--- src/sv/tcau_pkg.sv ---
// ----------------------------------------------------------------------------
// Time counter arithmetic unit - shared definitions
// Field widths, radix constants, operation codes and the item structs used
// across the normaliser, the arithmetic stage and the top level.
// ----------------------------------------------------------------------------
package tcau_pkg;

  localparam int TicksPerSecond = 1000;
  localparam int HourBitsDefault = 16;
  localparam int Radix60 = 60;

  localparam int HourPortW = 16;
  localparam int MinW = 6;
  localparam int SecW = 6;
  localparam int TickW = 10;
  localparam int OrderW = 2;
  localparam int OpW = 3;

  localparam int TickSumW = TickW + 1;
  localparam int SecSumW2 = SecW + 1;
  localparam int MinSumW2 = MinW + 1;

  // Stream packing
  localparam int InFieldsW = 2 * (HourPortW + MinW + SecW + TickW);
  localparam int InDataW = ((InFieldsW + 7) / 8) * 8;
  localparam int OutFieldsW = HourPortW + MinW + SecW + TickW + OrderW;
  localparam int OutDataW = ((OutFieldsW + 7) / 8) * 8;

  // Reciprocal for ticks / TicksPerSecond; the estimate is low by at most one
  localparam int RecipShift = 20;
  localparam int RecipW = RecipShift;
  localparam int TickRecip = (1 << RecipShift) / TicksPerSecond;

  // Bounds for carrying up raw operand fields
  localparam int TickRawMax = (1 << TickW) - 1;
  localparam int SecSumMax = (1 << SecW) - 1 + TickRawMax / TicksPerSecond;
  localparam int SecSumW = $clog2(SecSumMax + 1);
  localparam int SecCarryMax = SecSumMax / Radix60;
  localparam int SecCarryW = $clog2(SecCarryMax + 1);
  localparam int MinSumW = $clog2((1 << MinW) + SecCarryMax);

  localparam logic [OrderW-1:0] OrderLess = 2'b11;
  localparam logic [OrderW-1:0] OrderEqual = 2'b00;
  localparam logic [OrderW-1:0] OrderGreater = 2'b01;

  typedef enum logic [OpW-1:0] {
    OpTick    = 3'd0,
    OpRead    = 3'd1,
    OpAdd     = 3'd2,
    OpSub     = 3'd3,
    OpDiff    = 3'd4,
    OpCompare = 3'd5
  } op_e;

  typedef struct packed {
    logic [MinW-1:0]  minutes;
    logic [SecW-1:0]  seconds;
    logic [TickW-1:0] ticks;
  } hms_t;

  typedef struct packed {
    logic valid;
    op_e  op;
  } stage_t;

  typedef struct packed {
    logic [HourPortW-1:0] hours;
    hms_t                 hms;
    logic [OrderW-1:0]    order;
    logic                 error;
  } res_t;

endpackage

--- src/sv/tcau_norm.sv ---
// ----------------------------------------------------------------------------
// Operand normaliser
// Carries raw tick, second and minute fields upward so that every field is
// below its radix. Two register stages: tick quotient estimate, then carry.
// ----------------------------------------------------------------------------
module tcau_norm #(
  parameter int HourBits = tcau_pkg::HourBitsDefault
) (
  input  logic                clk_i,
  input  logic                en_i,
  input  logic [HourBits-1:0] hours_i,
  input  tcau_pkg::hms_t      hms_i,
  output logic [HourBits-1:0] hours_o,
  output tcau_pkg::hms_t      hms_o
);
  import tcau_pkg::*;

  localparam int ProdW = TickW + RecipW;

  logic [ProdW-1:0]    prod;
  logic [TickW-1:0]    quot_d, quot_q;
  logic [HourBits-1:0] hours_q, hours_d;
  hms_t                raw_q, norm_d;

  logic [TickSumW-1:0]  tick_rem, tick_fix;
  logic [TickW-1:0]     quot_fix;
  logic [SecSumW-1:0]   sec_sum, sec_base;
  logic [SecCarryW-1:0] sec_carry;
  logic [MinSumW-1:0]   min_sum;
  logic                 hour_carry;

  // ticks * (2^RecipShift / TicksPerSecond), top bits give the quotient
  assign prod = ProdW'(hms_i.ticks) * ProdW'(TickRecip);
  assign quot_d = prod[ProdW-1 -: TickW];

  always_ff @(posedge clk_i) begin
    if (en_i) begin
      quot_q  <= quot_d;
      hours_q <= hours_i;
      raw_q   <= hms_i;
    end
  end

  always_comb begin
    tick_rem = TickSumW'(raw_q.ticks) - TickSumW'(quot_q) * TickSumW'(TicksPerSecond);
    tick_fix = tick_rem;
    quot_fix = quot_q;
    if (tick_rem >= TickSumW'(TicksPerSecond)) begin
      tick_fix = tick_rem - TickSumW'(TicksPerSecond);
      quot_fix = quot_q + 1'b1;
    end

    sec_sum   = SecSumW'(raw_q.seconds) + SecSumW'(quot_fix);
    sec_carry = '0;
    sec_base  = '0;
    // thermometer of multiples of sixty
    for (int k = 1; k <= SecCarryMax; k++) begin
      if (sec_sum >= SecSumW'(k * Radix60)) begin
        sec_carry = SecCarryW'(k);
        sec_base  = SecSumW'(k * Radix60);
      end
    end

    min_sum    = MinSumW'(raw_q.minutes) + MinSumW'(sec_carry);
    hour_carry = (min_sum >= MinSumW'(Radix60));

    norm_d.ticks   = TickW'(tick_fix);
    norm_d.seconds = SecW'(sec_sum - sec_base);
    norm_d.minutes = hour_carry ? MinW'(min_sum - MinSumW'(Radix60)) : MinW'(min_sum);
    hours_d        = hours_q + HourBits'(hour_carry);
  end

  always_ff @(posedge clk_i) begin
    if (en_i) begin
      hours_o <= hours_d;
      hms_o   <= norm_d;
    end
  end

endmodule

--- src/sv/tcau_alu.sv ---
// ----------------------------------------------------------------------------
// Time arithmetic stage
// Holds the running time, performs tick/read/add/subtract/difference/compare
// on normalised operands and registers the result item.
// ----------------------------------------------------------------------------
module tcau_alu #(
  parameter int HourBits = tcau_pkg::HourBitsDefault
) (
  input  logic                clk_i,
  input  logic                rst_ni,
  input  logic                en_i,
  input  tcau_pkg::stage_t    stage_i,
  input  logic [HourBits-1:0] a_hours_i,
  input  tcau_pkg::hms_t      a_hms_i,
  input  logic [HourBits-1:0] b_hours_i,
  input  tcau_pkg::hms_t      b_hms_i,
  output logic                valid_o,
  output tcau_pkg::res_t      res_o
);
  import tcau_pkg::*;

  logic [HourBits-1:0] now_hours_q, now_hours_d;
  hms_t                now_hms_q, now_hms_d;
  logic                valid_q;
  res_t                res_q, res_d;

  logic a_gt, a_lt;

  // add path
  logic [TickSumW-1:0] add_t;
  logic [SecSumW2-1:0] add_s;
  logic [MinSumW2-1:0] add_m;
  logic                add_ct, add_cs, add_cm;
  hms_t                add_hms;
  logic [HourBits-1:0] add_hours;

  // subtract path, larger operand first
  logic [HourBits-1:0] x_hours, y_hours, sub_hours;
  hms_t                x_hms, y_hms, sub_hms;
  logic [TickSumW-1:0] dif_t;
  logic [SecSumW2-1:0] dif_s;
  logic [MinSumW2-1:0] dif_m;
  logic                bor_t, bor_s, bor_m;

  // tick path
  logic wrap_t, wrap_s, wrap_m;

  logic [HourBits-1:0] res_hours;

  assign a_gt = {a_hours_i, a_hms_i} > {b_hours_i, b_hms_i};
  assign a_lt = {a_hours_i, a_hms_i} < {b_hours_i, b_hms_i};

  always_comb begin
    add_t  = TickSumW'(a_hms_i.ticks) + TickSumW'(b_hms_i.ticks);
    add_ct = (add_t >= TickSumW'(TicksPerSecond));
    add_hms.ticks = TickW'(add_ct ? add_t - TickSumW'(TicksPerSecond) : add_t);
    add_s  = SecSumW2'(a_hms_i.seconds) + SecSumW2'(b_hms_i.seconds) + SecSumW2'(add_ct);
    add_cs = (add_s >= SecSumW2'(Radix60));
    add_hms.seconds = SecW'(add_cs ? add_s - SecSumW2'(Radix60) : add_s);
    add_m  = MinSumW2'(a_hms_i.minutes) + MinSumW2'(b_hms_i.minutes) + MinSumW2'(add_cs);
    add_cm = (add_m >= MinSumW2'(Radix60));
    add_hms.minutes = MinW'(add_cm ? add_m - MinSumW2'(Radix60) : add_m);
    add_hours = a_hours_i + b_hours_i + HourBits'(add_cm);
  end

  always_comb begin
    x_hours = a_lt ? b_hours_i : a_hours_i;
    y_hours = a_lt ? a_hours_i : b_hours_i;
    x_hms   = a_lt ? b_hms_i : a_hms_i;
    y_hms   = a_lt ? a_hms_i : b_hms_i;

    dif_t = TickSumW'(x_hms.ticks) - TickSumW'(y_hms.ticks);
    bor_t = dif_t[TickSumW-1];
    sub_hms.ticks = TickW'(bor_t ? dif_t + TickSumW'(TicksPerSecond) : dif_t);
    dif_s = SecSumW2'(x_hms.seconds) - SecSumW2'(y_hms.seconds) - SecSumW2'(bor_t);
    bor_s = dif_s[SecSumW2-1];
    sub_hms.seconds = SecW'(bor_s ? dif_s + SecSumW2'(Radix60) : dif_s);
    dif_m = MinSumW2'(x_hms.minutes) - MinSumW2'(y_hms.minutes) - MinSumW2'(bor_s);
    bor_m = dif_m[MinSumW2-1];
    sub_hms.minutes = MinW'(bor_m ? dif_m + MinSumW2'(Radix60) : dif_m);
    sub_hours = x_hours - y_hours - HourBits'(bor_m);
  end

  always_comb begin
    wrap_t = (now_hms_q.ticks == TickW'(TicksPerSecond - 1));
    wrap_s = wrap_t && (now_hms_q.seconds == SecW'(Radix60 - 1));
    wrap_m = wrap_s && (now_hms_q.minutes == MinW'(Radix60 - 1));
    now_hms_d.ticks   = wrap_t ? '0 : now_hms_q.ticks + 1'b1;
    now_hms_d.seconds = wrap_t ? (wrap_s ? '0 : now_hms_q.seconds + 1'b1) : now_hms_q.seconds;
    now_hms_d.minutes = wrap_s ? (wrap_m ? '0 : now_hms_q.minutes + 1'b1) : now_hms_q.minutes;
    now_hours_d       = now_hours_q + HourBits'(wrap_m);
  end

  always_comb begin
    res_d     = '0;
    res_hours = '0;
    case (stage_i.op)
      OpTick: begin
        res_hours = now_hours_d;
        res_d.hms = now_hms_d;
      end
      OpRead: begin
        res_hours = now_hours_q;
        res_d.hms = now_hms_q;
      end
      OpAdd: begin
        res_hours = add_hours;
        res_d.hms = add_hms;
      end
      OpSub: begin
        if (a_gt) begin
          res_hours = sub_hours;
          res_d.hms = sub_hms;
        end else begin
          res_d.error = 1'b1;
        end
      end
      OpDiff: begin
        res_hours = sub_hours;
        res_d.hms = sub_hms;
      end
      OpCompare: begin
        res_d.order = a_gt ? OrderGreater : (a_lt ? OrderLess : OrderEqual);
      end
      default: begin
      end
    endcase
    res_d.hours = HourPortW'(res_hours);
  end

  always_ff @(posedge clk_i or negedge rst_ni) begin
    if (!rst_ni) begin
      now_hours_q <= '0;
      now_hms_q   <= '0;
      valid_q     <= 1'b0;
    end else if (en_i) begin
      valid_q <= stage_i.valid;
      if (stage_i.valid && stage_i.op == OpTick) begin
        now_hours_q <= now_hours_d;
        now_hms_q   <= now_hms_d;
      end
    end
  end

  always_ff @(posedge clk_i) begin
    if (en_i) begin
      res_q <= res_d;
    end
  end

  assign valid_o = valid_q;
  assign res_o   = res_q;

  a_now_normalised: assert property (@(posedge clk_i) disable iff (!rst_ni)
    now_hms_q.ticks < TickW'(TicksPerSecond) && now_hms_q.seconds < SecW'(Radix60) &&
    now_hms_q.minutes < MinW'(Radix60))
    else $error("stored time left normalised range");

  a_now_holds_on_stall: assert property (@(posedge clk_i) disable iff (!rst_ni)
    !en_i |=> $stable(now_hms_q) && $stable(now_hours_q))
    else $error("stored time changed while pipeline stalled");

  a_result_normalised: assert property (@(posedge clk_i) disable iff (!rst_ni)
    valid_q |-> res_q.hms.ticks < TickW'(TicksPerSecond) &&
    res_q.hms.seconds < SecW'(Radix60) && res_q.hms.minutes < MinW'(Radix60))
    else $error("result time not normalised");

  a_error_zero_time: assert property (@(posedge clk_i) disable iff (!rst_ni)
    valid_q && res_q.error |-> res_q.hms == '0 && res_q.hours == '0 &&
    res_q.order == OrderEqual)
    else $error("failed subtract carries a non-zero result");

  a_order_zero_time: assert property (@(posedge clk_i) disable iff (!rst_ni)
    valid_q && res_q.order != OrderEqual |-> res_q.hms == '0 && res_q.hours == '0 &&
    !res_q.error)
    else $error("compare result carries a time");

endmodule

--- src/sv/time_counter_arithmetic_unit.sv ---
// ----------------------------------------------------------------------------
// Time counter arithmetic unit
// Running hours/minutes/seconds/ticks time with add, subtract, difference and
// compare on two operand times.
// ----------------------------------------------------------------------------
// Path: an accepted item passes the input register, two normaliser stages and
//   the arithmetic stage into the result register.
// Throughput: one item per cycle; the whole pipeline holds while a result
//   waits on m_axis_tready, so s_axis_tready falls only then.
// Reset: stored time cleared to zero, pipeline emptied.
module time_counter_arithmetic_unit #(
  parameter int HourBits = tcau_pkg::HourBitsDefault
) (
  input  logic                           clk_i,
  input  logic                           rst_ni,
  input  logic                           s_axis_tvalid,
  output logic                           s_axis_tready,
  // a_hours, a_minutes, a_seconds, a_ticks, b_hours, b_minutes, b_seconds,
  // b_ticks, zero pad
  input  logic [tcau_pkg::InDataW-1:0]   s_axis_tdata,
  // operation
  input  logic [tcau_pkg::OpW-1:0]       s_axis_tuser,
  output logic                           m_axis_tvalid,
  input  logic                           m_axis_tready,
  // res_hours, res_minutes, res_seconds, res_ticks, order
  output logic [tcau_pkg::OutDataW-1:0]  m_axis_tdata,
  // error
  output logic                           m_axis_tuser
);
  import tcau_pkg::*;

  logic pipe_en, out_valid;
  stage_t st0_q, st1_q, st2_q;

  logic [HourPortW-1:0] a_hours_q, b_hours_q;
  hms_t                 a_hms_q, b_hms_q;
  logic [HourBits-1:0]  a_hours_n, b_hours_n;
  hms_t                 a_hms_n, b_hms_n;
  res_t                 res;

  assign pipe_en       = !out_valid || m_axis_tready;
  assign s_axis_tready = pipe_en;

  always_ff @(posedge clk_i or negedge rst_ni) begin
    if (!rst_ni) begin
      st0_q <= '0;
      st1_q <= '0;
      st2_q <= '0;
    end else if (pipe_en) begin
      st0_q.valid <= s_axis_tvalid;
      st0_q.op    <= op_e'(s_axis_tuser);
      st1_q       <= st0_q;
      st2_q       <= st1_q;
    end
  end

  always_ff @(posedge clk_i) begin
    if (pipe_en) begin
      a_hours_q       <= s_axis_tdata[15:0];
      a_hms_q.minutes <= s_axis_tdata[21:16];
      a_hms_q.seconds <= s_axis_tdata[27:22];
      a_hms_q.ticks   <= s_axis_tdata[37:28];
      b_hours_q       <= s_axis_tdata[53:38];
      b_hms_q.minutes <= s_axis_tdata[59:54];
      b_hms_q.seconds <= s_axis_tdata[65:60];
      b_hms_q.ticks   <= s_axis_tdata[75:66];
    end
  end

  tcau_norm #(.HourBits(HourBits)) u_norm_a (
    .clk_i   (clk_i),
    .en_i    (pipe_en),
    .hours_i (HourBits'(a_hours_q)),
    .hms_i   (a_hms_q),
    .hours_o (a_hours_n),
    .hms_o   (a_hms_n)
  );

  tcau_norm #(.HourBits(HourBits)) u_norm_b (
    .clk_i   (clk_i),
    .en_i    (pipe_en),
    .hours_i (HourBits'(b_hours_q)),
    .hms_i   (b_hms_q),
    .hours_o (b_hours_n),
    .hms_o   (b_hms_n)
  );

  tcau_alu #(.HourBits(HourBits)) u_alu (
    .clk_i     (clk_i),
    .rst_ni    (rst_ni),
    .en_i      (pipe_en),
    .stage_i   (st2_q),
    .a_hours_i (a_hours_n),
    .a_hms_i   (a_hms_n),
    .b_hours_i (b_hours_n),
    .b_hms_i   (b_hms_n),
    .valid_o   (out_valid),
    .res_o     (res)
  );

  assign m_axis_tvalid = out_valid;
  assign m_axis_tdata  = {res.order, res.hms.ticks, res.hms.seconds, res.hms.minutes,
                          res.hours};
  assign m_axis_tuser  = res.error;

endmodule

--- config.mk ---
export PLATFORM = sky130hd
export DESIGN_NAME = time_counter_arithmetic_unit
export DESIGN_NICKNAME = d
export VERILOG_FILES = /design/src/sv/tcau_pkg.sv /design/src/sv/tcau_norm.sv /design/src/sv/tcau_alu.sv /design/src/sv/time_counter_arithmetic_unit.sv
export SDC_FILE = /design/constraint.sdc
export NUM_CORES = 1
export LEC_CHECK = 0
export ABC_AREA = 1
export BUFFER_PORTS_ARGS = -buffer_cell sky130_fd_sc_hd__buf_4
export CORE_UTILIZATION = 55
export DETAILED_ROUTE_END_ITERATION = 8
export GPL_TIMING_DRIVEN = 0
export PLACE_DENSITY = 0.77
export SYNTH_ARGS = -nofsm -noshare
export SYNTH_HDL_FRONTEND = slang
export SYNTH_SLANG_ARGS = --single-unit
export TNS_END_PERCENT = 20
--- constraint.sdc ---
create_clock -name clk_i -period 12.55 [get_ports clk_i]
set_input_delay 2.51 -clock clk_i [delete_from_list [all_inputs] [get_ports clk_i]]
set_output_delay 2.51 -clock clk_i [all_outputs]
set_load 0.005 [all_outputs]
==> flow_summary_export.csv <==
group,metric,value,unit
timing,fmax,101,MHz
drt,wl_per_cell,16.5,um
clocking,post-cts-setup-buffers,0,
worst_setup_path,slowest_stage,"fa_1",
timing,fin_crit_sh,79.1,%
worst_setup_path,slowest_delay,0.56,ns
run,max_cap_viol_count,0,
timing,setup_viol,0,
floorplan,dieHeight,195,um
global_routing,gr-total-overflow,0,
synthesis,synth_area,20500,um2
outcome,outcome,"complete, no violations",
floorplan,dieArea,38000,um2
drt,drc_errors,0,
place,place_hpwl,36700,um
global_routing,antenna_found_initial,0,
timing,finalCriticalPeriod,9.92,ns
place,postPlaceCellArea,22100,um2
drt,drt_first_pass_iters,5,
synthesis,synthesis.nets,2513,
worst_setup_path,startpoint_type,"flop",
clocking,cts_tree,"done",
timing,rsz0062_at_grt,"false",
synthesis,synth_cells,2206,
global_routing,grt_pass1_wl,75200,um
synthesis,synthDistinctLibCells,64,
worst_setup_path,cpMostUsedCell,"nand2_1",
clocking,cts.sinks,322,
synthesis,async_reset_ff_share,15.8,%
worst_setup_path,reg2reg_from,"u_norm_a.hours_o[11]",
synthesis,synth_top_area_share,39.8,%
clocking,clk_pin_slew,0.06,ns
clocking,clkLatencyLatePin,0.55,ns
worst_setup_path,worstPathArrival,10.17,ns
clocking,root_buffer,"clkbuf_16",
clocking,clockBufferDepth,3,
worst_setup_path,crit_path_max_fanout,9,
timing,slew_viol_final,0,
timing,slew_headroom,27.8,%
clocking,cts_htree_levels,2,
worst_setup_path,cp.required,12.80,ns
hold_path,min_delay_path_depth,0,
synthesis,yosysTopAreaCell,"edfxtp_1",
clocking,post_cts_resized,0,
finish,fin_cells,2864,
worst_setup_path,critPathLaunch,"u_norm_a.hours_o[11]",
worst_setup_path,critPathKind,"flop to flop",
floorplan,num_io_pins,130,
finish,drive_gt1_share,10.8,%
hold_path,hp-start,"b_hms_q[18]",
place,post-place-cells,2802,
synthesis,yosys-top-cells-count,"404 x nand2_1, 329 x inv_1, 271 x edfxtp_1",
timing,final_hold_viol_count,0,
synthesis,ys_top_cells_by_area,"edfxtp_1 40%, ha_1 12%, nand2_1 7.4%",
place,gp_congestion,0.941,
floorplan,initial_core_util,55.9,%
synthesis,ys.flop_type,"edfxtp_1",
synthesis,synth_enable_flop_cells,271,
worst_setup_path,end_kind,"flop",
drt,wl,47100,um
synthesis,yosysMostFrequentCell,"nand2_1",
floorplan,core_area,36600,um2
global_routing,grt_usage,25.0,%
synthesis,syn_avg_cell_area,9.28,um2
timing,tightest_slew,1.07,ns
global_routing,grt_start_max_net_pins,130,
finish,area_growth,13.0,%
hold_path,whs_endpoint,"u_norm_b.raw_q[18]",
timing,tns,0,ns
synthesis,ys_warn_count,0,
clocking,cts_buffers,35,
hold_path,hold_class,"flop to flop",
drt,antenna_left,0,
worst_setup_path,rrSetupSlack,2.63,ns
drt,drtIter0Drc,1147,
timing,worst_clock_skew,0.0242,ns
finish,diodes,0,
floorplan,rows,70,
finish,num-nets-final,2678,
floorplan,dieWidth,195,um
place,port_buffers,125,
finish,final_area,23100,um2
global_routing,grt_pass1_vias,14900,
synthesis,synth-seq-cells,322,
worst_setup_path,timing.rr.end,"u_alu.res_o[35]",
drt,vias_per_cell,5.42,
synthesis,yosysSeqAreaShare,46.0,%
clocking,cts.hold.buffers_added,0,
drt,vias,15500,
worst_setup_path,rr_worst_depth,54,
-- layer usage --
metal	GRT usage, %	part of all wire (%)	vias to the layer above
li1	-	-	7790
met1	33.6	46	7235
met2	41.5	47	421
met4	9.24	2.7	0
met5	0	0	-
met3	3.11	4.5	76
-- cell usage in the layout (no fill, tap or decap), types with 5 or more instances in the layout --
cell type	instances
clkinv_2	5
and2_1	5
o21ai_0	160
dfrtp_1	51
nand3b_1	12
a31oi_1	9
nand2_2	19
o221ai_1	6
o2111ai_1	9
o21bai_1	7
xnor2_1	26
or2_2	12
clkinv_1	14
nor2_1	150
a221oi_1	5
buf_4	125
a22oi_1	9
nand3_1	102
o211ai_1	7
a21o_1	5
nor4_1	7
clkbuf_16	36
o21ai_1	10
xor2_1	81
nand2_1	404
edfxtp_1	271
o21ai_2	7
inv_2	11
fa_1	22
a21oi_1	115
ha_1	198
inv_1	329
o22ai_1	8
buf_2	6
nor3_1	34
nand4_1	23
clkbuf_1	31
-- final cells by class --
type / instances / area, um2
fill: 3003 / 13500
multi-input combinational: 1505 / 9600
sequential: 322 / 9410
inverter: 344 / 1290
timing repair buffer: 128 / 1000
clock buffer: 45 / 965
tap: 468 / 586
buffer: 35 / 180
clock inverter: 17 / 95.1
-- state kept, by name, summed over array words and instances, names as in the netlist, 22 cells and up --
name             flops
u_alu.now_hms_q     22
u_norm_b.raw_q      22
u_norm_a.raw_q      22
a_hms_q             22
u_norm_a.hms_o      22
u_alu.res_o         41
u_norm_b.hms_o      22
b_hms_q             22
-- metrics by stage --
stage          worst slack [ns]  util [%]  hold WS [ns]
6_report                   2.63      63.2         0.418
5_1_grt                    1.93      63.2         0.422
4_1_cts                    2.68      63.2         0.418
3_5_place_dp               2.71      60.3         0.405
3_3_place_gp               1.92      60.1         0.401
2_1_floorplan              3.74         -         0.400
-- worst max path at each step --
| stage | slack (ns) | endpoint | cells past startpoint |
|---|---|---|---|
| 6_report | 2.63 | u_alu.res_o[35] | 54 |
| 4_1_cts | 2.68 | u_alu.res_o[35] | 54 |
| 5_1_grt | 1.93 | u_alu.res_o[35] | 54 |
| 3_3_place_gp | 1.92 | s_axis_tready | 5 |
| 2_1_floorplan | 3.74 | s_axis_tready | 3 |
| 3_5_place_dp | 2.71 | u_alu.res_o[35] | 54 |
-- kinds of logic after synthesis --
| kind of cell | Yosys count | synth area share [%] |
|---|---|---|
| AND/OR/NAND/NOR | 796 | 17.2 |
| XOR/XNOR | 109 | 4.74 |
| adder cells (fa/ha/maj) | 220 | 14.3 |
| multiplexers | 2 | 0.0978 |
| AO/OA/AOI/OAI | 378 | 10.6 |
| buffers and inverters | 379 | 7.14 |
| flip-flops | 322 | 46.0 |
-- critical path, delay by kind of cell (launching register included) --
family	cells	cell delay, ns
AND/OR/NAND/NOR	27	3.17
AO/OA/AOI/OAI	11	2.03
buffers and inverters	7	0.71
adder cells (fa/ha/maj)	8	3.09
flip-flops	1	0.48
XOR/XNOR	1	0.14
Power is left out: the tool's default activity adds up to more than one toggle a clock period on the data nets, which glitch-free logic cannot reach.
